<file path="src/sv/cdq_pkg.sv">
// ----------------------------------------------------------------------------
// cdq_pkg
// Shared types and constants for the circular deque: ring depth, command
// codes, channel payloads and the controller/datapath interface.
// ----------------------------------------------------------------------------
package cdq_pkg;

   localparam int DEPTH = 1024;
   localparam int IDX_W = (DEPTH > 1) ? $clog2(DEPTH) : 1;
   localparam int CNT_W = $clog2(DEPTH + 1);
   localparam int CAP_W = 11;
   localparam int CMD_W = 3;
   localparam int WORD_W = 32;

   localparam logic [CMD_W-1:0] CMD_QUERY      = 3'd0;
   localparam logic [CMD_W-1:0] CMD_PUSH_FRONT = 3'd1;
   localparam logic [CMD_W-1:0] CMD_PUSH_REAR  = 3'd2;
   localparam logic [CMD_W-1:0] CMD_POP_FRONT  = 3'd3;
   localparam logic [CMD_W-1:0] CMD_POP_REAR   = 3'd4;

   typedef struct packed {
      logic [CMD_W-1:0]         command;
      logic signed [WORD_W-1:0] push_value;
   } req_type;

   typedef struct packed {
      logic                     accepted;
      logic signed [WORD_W-1:0] front_value;
      logic signed [WORD_W-1:0] rear_value;
      logic                     is_empty;
      logic                     is_full;
   } rsp_type;

   // controller -> datapath
   typedef struct packed {
      logic cfg;    // capacity write, empty the deque
      logic exec;   // take a command: pointers, count, ring write
      logic rd;     // read front and rear slots
      logic load;   // fill the result register
   } ctl_cmd_type;

   // datapath -> controller
   typedef struct packed {
      logic out_free;
   } dp_stat_type;

endpackage

</file>
<file path="src/sv/cdq_ctrl.sv">
// ----------------------------------------------------------------------------
// cdq_ctrl
// Sequencer of the circular deque: accepts a command or a capacity write,
// steps the ring read and loads the result register when it is free.
// ----------------------------------------------------------------------------
module cdq_ctrl (
   input  logic                 clock,
   input  logic                 reset,
   input  logic                 req_valid,
   output logic                 req_ready,
   input  logic                 csr_valid,
   output logic                 csr_ready,
   input  cdq_pkg::dp_stat_type stat,
   output cdq_pkg::ctl_cmd_type cmd
);

   localparam logic [1:0] ST_IDLE = 2'd0;
   localparam logic [1:0] ST_READ = 2'd1;
   localparam logic [1:0] ST_DONE = 2'd2;

   logic [1:0] state_ff;
   logic [1:0] state_in;

   always_comb begin
      state_in  = state_ff;
      cmd       = '0;
      req_ready = 1'b0;
      csr_ready = 1'b0;
      unique case (state_ff)
         ST_IDLE: begin
            csr_ready = 1'b1;
            // capacity write wins over a command in the same cycle
            req_ready = !csr_valid;
            if (csr_valid) begin
               cmd.cfg = 1'b1;
            end else if (req_valid) begin
               cmd.exec = 1'b1;
               state_in = ST_READ;
            end
         end
         ST_READ: begin
            cmd.rd   = 1'b1;
            state_in = ST_DONE;
         end
         ST_DONE: begin
            // hold until the result register can take the new result
            if (stat.out_free) begin
               cmd.load = 1'b1;
               state_in = ST_IDLE;
            end
         end
         default: begin
            state_in = ST_IDLE;
         end
      endcase
   end

   always_ff @(posedge clock) begin
      if (reset) begin
         state_ff <= ST_IDLE;
      end else begin
         state_ff <= state_in;
      end
   end

endmodule

</file>
<file path="config.mk">
export PLATFORM = sky130hd
export DESIGN_NAME = cdq_ctrl
export DESIGN_NICKNAME = d
export VERILOG_FILES = /design/src/sv/cdq_pkg.sv /design/src/sv/cdq_ctrl.sv
export SDC_FILE = /design/constraint.sdc
export NUM_CORES = 1
export LEC_CHECK = 0
export BUFFER_PORTS_ARGS = -buffer_cell sky130_fd_sc_hd__buf_2
export CORE_AREA = 4 4 41 43
export CTS_BUF_LIST = sky130_fd_sc_hd__clkbuf_16
export CTS_CLUSTER_SIZE = 10
export DETAILED_ROUTE_END_ITERATION = 8
export DIE_AREA = 0 0 45 47
export MAX_ROUTING_LAYER = met4
export PLACE_DENSITY = 0.38
export SYNTH_ARGS = -nofsm -noshare
export SYNTH_HDL_FRONTEND = slang
export SYNTH_SLANG_ARGS = --single-unit
</file>
<file path="constraint.sdc">
create_clock -name clock -period 1.2 [get_ports clock]
set_input_delay 0.18 -clock clock [delete_from_list [all_inputs] [get_ports clock]]
set_output_delay 0.18 -clock clock [all_outputs]
set_load 0.05 [all_outputs]
</file>
==> summary.md, run 1 <==
| Metric | Value |
|---|---|
| Status | complete, but fails checks |
| Failing checks | negative setup slack |
| CP Capture Type | output port |
| WHS Path Cells | 2 |
| Layout cell share with drive strength beyond 1 | 96.0% |
| Total I/O pin count | 11 |
| Remaining antenna violation count | 0 |
| Initial drt markers | 1 |
| Core Util, Final | 25.2% |
| CTS Buffer Depth | 2 |
| Post-Place Worst Slack | 0.0678 ns |
| Hold Vio Cnt, Final | 0 |
| Share of power burned in registers | 11.1% |
| Starting Density | 8.85% |
| GR peak layer | met1 |
| Synth Register Bits | 2 |
| Initial antenna violation count | 0 |
| Crit Path Max Fanout | 6 |
| Peak VDD IR | 0.769 mV |
| Die Ht | 47 um |
| Placer Congestion | 0.539 |
| Root buffer cell | clkbuf_16 |
| GRT Resource Usage Total | 4.72% |
| Via count | 140 |
| Post-synth EDFFs | 0 |
| Syn_nets | 16 |
| Largest Register | state_ff |
| Max reg flops | 2 |
| Fillers | 150 |
| CTS clk-pin slew, worst paths | 0.03 ns |
| Vias in the first global route | 146 |
| PortBufs | 10 |
| RSZ-0062 raised after global routing | yes |
| Non-Filler Instances | 40 |
| WS Path Type | register to output port |
| CP required | 1.02 ns |
| Hold Crit Class | primary input to register |
| Endpoints failing setup | 2 |
| M3 GR Usage | 2.68% |
| Die area | 2120 um2 |
| Syn avg cell area | 10.5 um2 |
| Clock period minus worst slack | 1.27 ns |
| First-pass GRT wire length | 621 um |
| MaxCap Viol Count | 0 |
| Multi-input logic area | 97.6 um2 |
| Net switching power of the design | 0.000135 W |
| FF-to-FF path depth | 2 |
| Core Area | 1300 um2 |
| Top post-synthesis cells by count | 2 x and2b_2, 2 x dfxtp_1 |
| Regs by FF count | state_ff (2) |
| Internal power | 0.000531 W |
| Library cells used by synthesis | 9 |
| Power share of the combinational group | 14.8% |
| TritonCTS sink count | 2 |
| Met1 Use GR | 5.43% |
| # diodes | 0 |
| Slew margin rel. | 82.4% |
| Worst-Skew Late Latency | 0.22 ns |
| DP Area | 208 um2 |
| Startpoint types | register |
| Routed wire length per instance | 9.85 um |
| Slew @ Worst Pin | 0.262 ns |
| Synth Warn # | 0 |
| GR Util met2 | 5.08% |
| Synth Cell Area | 115 um2 |
| Sequential area share after synthesis | 34.8% |
| PD cells | 2030 nW/um2 |
| Grt total ovfl | 0 |
| Final TNS setup | -0.103 ns |
| Synth-to-Final Area Change | 185% |
| TritonCTS buffer count | 3 |
| Die width | 45 um |
| Net Sw Frac | 20.3% |
| Yosys top cell by area | dfxtp_1 |
| Via density | 3.50 |
| Post-synthesis async set-or-reset flop share | 0% |
| Row count | 13 |
| Pins Over Slew Limit | 0 |
| Main area contributors after synthesis | dfxtp_1 35%, and2b_2 15%, nor4b_2 13% |
| Yosys top cell area share | 34.8% |
| Register area | 47.5 um2 |
| Pleak | 0.150 nW |
| Clk_skew | 0.00137 ns |
| Routed WL | 394 um |
| First-pass DRT Iterations | 2 |
| Placed cells | 36 |
| Main synth FF type | dfxtp_1 |
| Design Area, Final | 328 um2 |
| Tcrit/Tclk final | 106% |
| CTS tree | done |
| Syn Inst Count | 11 |
| Drc violations | 0 |
| H-Tree Depth | 1 |
| Final net count | 32 |
| Achievable Freq | 0.786 GHz |
| Final worst slack | -0.0717 ns |
| Clk network pwr share | 74.1% |
| Crit path arrival time | 1.09 ns |
| Largest net degree at the start of global routing | 7 |
## cells in the final DEF (no fill, tap or decap)
master,Yosys,routed
buf_2,0,5
buf_6,0,5
clkbuf_16,0,3
and2b_2,2,2
dfxtp_4,0,2
nor2_4,0,1
nor4b_4,0,1
and3b_2,1,1
and2_2,0,1
nor3_2,0,1
nor3b_1,1,1
o21ba_2,1,1
buf_4,0,1
## cell families after synthesis
kind of cell,after synthesis,synth area share (%)
AO/OA/AOI/OAI,1,8.70
flip-flops,2,34.8
AND/OR/NAND/NOR,8,56.5
## per-stage QoR
stage,hold slack [ns],total power [W]
floorplan,0.359,0.000139
global placement,0.447,0.000159
detailed placement,0.461,0.000161
CTS,0.228,0.000675
global route,0.235,0.000693
finish,0.228,0.000666
## layer usage
metal  vias to the layer above  wire length, um
met4                         0                0
met2                        10              170
met3                         0               60
li1                         67                -
met5                         -                0
met1                        63              163
## path summary, 6_finish.rpt
check | from | to | slack, ns
worst max register to register | state_ff[1] | state_ff[1] | 0.26
worst min register to register | state_ff[0] | state_ff[1] | 0.66
worst max-delay path | state_ff[0] | cmd[2] | -0.07
worst min-delay path | reset | state_ff[1] | 0.23
## power by group through the flow
stage	registers [W]	logic, W	clock network (W)
floorplan	0.0000765	0.0000622	0
global placement	0.0000771	0.0000822	0
detailed placement	0.0000773	0.0000833	0
CTS	0.0000768	0.0000903	0.000508
global route	0.0000745	0.000103	0.000515
finish	0.0000737	0.0000986	0.000494
## critical path, stage by stage, from the launching register on
cell	delay, ns
dfxtp_4	0.36
nor4b_4	0.31
buf_6	0.20
## timing repair
action / CTS / global route
endpoints found under the setup margin: 5 / 4
setup buffers: 0 / 1
endpoints found under the hold margin: 0 / 0
hold buffers: 0 / 0
gates resized for setup: 6 / 8
pin swaps: 0 / 0
## cell type report
type / count / area share (%)
multi-input cells: 9 / 29.8
clock buffers: 3 / 22.9
well taps: 15 / 5.73
repair buffers: 11 / 27.1
flip-flops and latches: 2 / 14.5
No activity file was read; power rests on OpenSTA's default activity.
==> run 2: changes to the inputs <==
--- a/config.mk
+++ b/config.mk
@@ -5,6 +5,7 @@
 export SDC_FILE = /design/constraint.sdc
 export NUM_CORES = 1
 export LEC_CHECK = 0
+export ABC_AREA = 1
 export BUFFER_PORTS_ARGS = -buffer_cell sky130_fd_sc_hd__buf_2
 export CORE_AREA = 4 4 41 43
 export CTS_BUF_LIST = sky130_fd_sc_hd__clkbuf_16
==> run 2 against run 1 <==
- the flow now finishes without violations
- synthesized cell count rose by 64%
- cell count increased by 15%
- sequential share of layout area is 0.98 points lower
- non-clock buffer count decreased by 1
- clock-buffer cell count did not move
- die area unchanged
- total power is 1.1% higher
- routed wire length down 5.1%
- combinational power is essentially flat
- fmax up 9.6%
- critical path depth grew 1
- area after synthesis up 1.1%
- critical endpoint is now cmd[0]
==> summary.md, run 2 <==
| Metric | Value |
|---|---|
| Yosys top cell by area | dfxtp_1 |
| Hold Crit Class | primary input to register |
| Achievable Freq | 0.862 GHz (+9.6%) |
| Layout cell share with drive strength beyond 1 | 74.2% (-22 points) |
| Hold Vio Cnt, Final | 0 (unchanged) |
| DP Area | 190 um2 (-8.4%) |
| Tcrit/Tclk final | 96.7% (-9.3 points) |
| Slew margin rel. | 89.6% (+7.1 points) |
| CTS clk-pin slew, worst paths | 0.03 ns (about the same) |
| Fillers | 153 (+2.0%) |
| Post-CTS Setup Inserts | 0 (unchanged) |
| Endpoints failing setup | 0 (-2) |
| Core Area | 1300 um2 (unchanged) |
| Via count | 153 (+9.3%) |
| Synth Warn # | 0 (unchanged) |
| Reg-to-reg setup timing slack | 0.52 ns (+0.26 ns) |
| Pins Over Slew Limit | 0 (unchanged) |
| TritonCTS sink count | 2 (unchanged) |
| Drc violations | 0 (unchanged) |
| Post-synth EDFFs | 0 (unchanged) |
| Max reg flops | 2 (unchanged) |
| Pleak | 0.148 nW (-1.6%) |
| Clock period minus worst slack | 1.16 ns (-0.111 ns) |
| Register area | 41.3 um2 (-13%) |
| Row count | 13 (unchanged) |
| Startpoint types | register |
| Most frequent cell after synthesis | inv_1 |
| Remaining antenna violation count | 0 (unchanged) |
| Clk_skew | 0.00172 ns (+0.000351 ns) |
| Core Util, Final | 23.5% (-1.7 points) |
| Net Sw Frac | 21.7% (+1.4 points) |
| Internal power | 0.000527 W (-0.66%) |
| MaxCap Viol Count | 0 (unchanged) |
| GRT Resource Usage Total | 5.37% (+0.65 points) |
| CP required | 1.02 ns (about the same) |
| Worst-Skew Late Latency | 0.22 ns (about the same) |
| Post-CTS Hold Buffers | 0 (unchanged) |
| Library cells used by synthesis | 10 (+1) |
| H-Tree Depth | 1 (unchanged) |
| Peak VDD IR | 0.531 mV (-31%) |
| Regs by FF count | state_ff (2) |
| Top post-synthesis cells by count | 4 x inv_1, 3 x nor2_1, 2 x dfxtp_1, 2 x inv_2, 2 x nand2_1 |
| CTS tree | done |
| Clk network pwr share | 74.3% (+0.2 points) |
| Crit Path Max Fanout | 3 (-3) |
| Routed wire length per instance | 8.13 um (-17%) |
| Via density | 3.33 (-5.0%) |
| Synth-to-Final Area Change | 162% |
| Power share of the combinational group | 15.0% (+0.2 points) |
| Crit path arrival time | 0.98 ns (-0.11 ns) |
| Vias in the first global route | 140 (-4.1%) |
| Met2 WL | 129 um (-24%) |
| Slew @ Worst Pin | 0.157 ns (-0.105 ns) |
| WHS | 0.151 ns (-0.0767 ns) |
| Die area | 2120 um2 (unchanged) |
| Syn Inst Count | 18 (+7) |
| Share of power burned in registers | 10.7% (-0.4 points) |
| Initial drt markers | 0 (-1) |
| Placer Congestion | 0.618 (+14%) |
| Multi-input logic area | 71.3 um2 (-27%) |
| Initial antenna violation count | 0 (unchanged) |
| RSZ-0062 raised after global routing | no |
| PortBufs | 10 (unchanged) |
| Starting Density | 8.94% (+0.096 points) |
| Top sig layer | met4 |
| Most frequent cells in the layout | 4 x inv_1, 4 x buf_2, 3 x nor2_2, 3 x clkbuf_16, 3 x buf_6 |
| TritonCTS buffer count | 3 (unchanged) |
| First-pass DRT Iterations | 1 (-1) |
| Metal3 WL | 66 um (+10%) |
| Die Ht | 47 um (unchanged) |
| Total I/O pin count | 11 (unchanged) |
| # diodes | 0 (unchanged) |
| Net switching power of the design | 0.000146 W (+7.9%) |
| Routed WL | 374 um (-5.1%) |
| WS Path Type | register to output port |
| Final net count | 38 (+19%) |
| Syn_nets | 23 (+7) |
| Main synth FF type | dfxtp_1 |
| PD cells | 2200 nW/um2 (+8.5%) |
| Status | finished clean |
| Syn avg cell area | 6.46 um2 (-38%) |
| Total chip power | 0.000673 W (+1.1%) |
| CP Capture Type | output port |
| CTS Buffer Depth | 2 (unchanged) |
| Root buffer cell | clkbuf_16 |
| Synth Cell Area | 116 um2 (+1.1%) |
| Grt total ovfl | 0 (unchanged) |
| Met1 WL | 146 um (-10%) |
| Yosys top cell area share | 34.4% (-0.37 points) |
| Post-synthesis async set-or-reset flop share | 0% (unchanged) |
| First-pass GRT wire length | 579 um (-6.8%) |
| Main area contributors after synthesis | dfxtp_1 34%, inv_1 13%, nor2_1 9.7% |
| Sequential area share after synthesis | 34.4% (-0.37 points) |
| Largest Register | state_ff |
| Synth Register Bits | 2 (unchanged) |
| Design Area, Final | 305 um2 (-6.9%) |
| Die width | 45 um (unchanged) |
| Largest net degree at the start of global routing | 6 (-1) |
[run 2: metrics by stage]
step	std cells	worst slack, ns	TNS [ns]
2_1_floorplan	18	-0.0803	-0.244
3_3_place_gp	43	0.201	0
3_5_place_dp	43	0.186	0
4_1_cts	46	0.000172	0
5_1_grt	46	0.00668	0
6_report	46	0.0398	0
[run 2: logic make-up (layout without fill, tap and decap cells)]
kind of cell	count (synthesis)	after routing	share of synthesized area (%)
AND/OR/NAND/NOR	9	9	38.7
buffers and inverters	6	19	19.4
flip-flops	2	2	34.4
AO/OA/AOI/OAI	1	1	7.53
[run 2: cell type report]
class                   count  share of cell area [%]
repair buffers             10                    25.0
clock buffers               3                    24.6
multi-input cells          10                    23.4
flip-flops and latches      2                    13.5
inverters                   6                    7.38
well taps                  15                    6.15
[run 2: worst paths after layout]
path                             startpoint          end  cells after the start
worst max register to register  state_ff[1]  state_ff[1]                      3
worst max-delay path            state_ff[1]       cmd[0]                      3
worst min-delay path                  reset  state_ff[1]                      2
worst min register to register  state_ff[1]  state_ff[1]                      2
[run 2: critical path, cell delays in order, from the launching register on]
cell	delay, ns
dfxtp_1	0.33
inv_2	0.07
nor3_2	0.15
buf_4	0.22
[run 2: what timing repair did]
item	in CTS	in global routing
setup endpoints to repair	4	5
hold endpoints to repair	0	0
gates resized for setup	4	11
pin swaps	0	0
[run 2: power by group through the flow]
| stage | combinational (W) | clock, W | sequential (W) |
|---|---|---|---|
| after floorplan | 0.0000618 | 0 | 0.0000726 |
| after global placement | 0.0000833 | 0 | 0.0000727 |
| after detailed placement | 0.0000831 | 0 | 0.0000728 |
| after CTS | 0.0000884 | 0.000511 | 0.0000720 |
| after global routing | 0.000107 | 0.000519 | 0.0000726 |
| final | 0.000101 | 0.000500 | 0.0000723 |
[run 2: metal layers]
metal,GRT usage (%),vias to the layer above
li1,-,78
met1,4.98,59
met2,3.95,11
met3,4.60,5
met4,10.5,0
met5,-,-
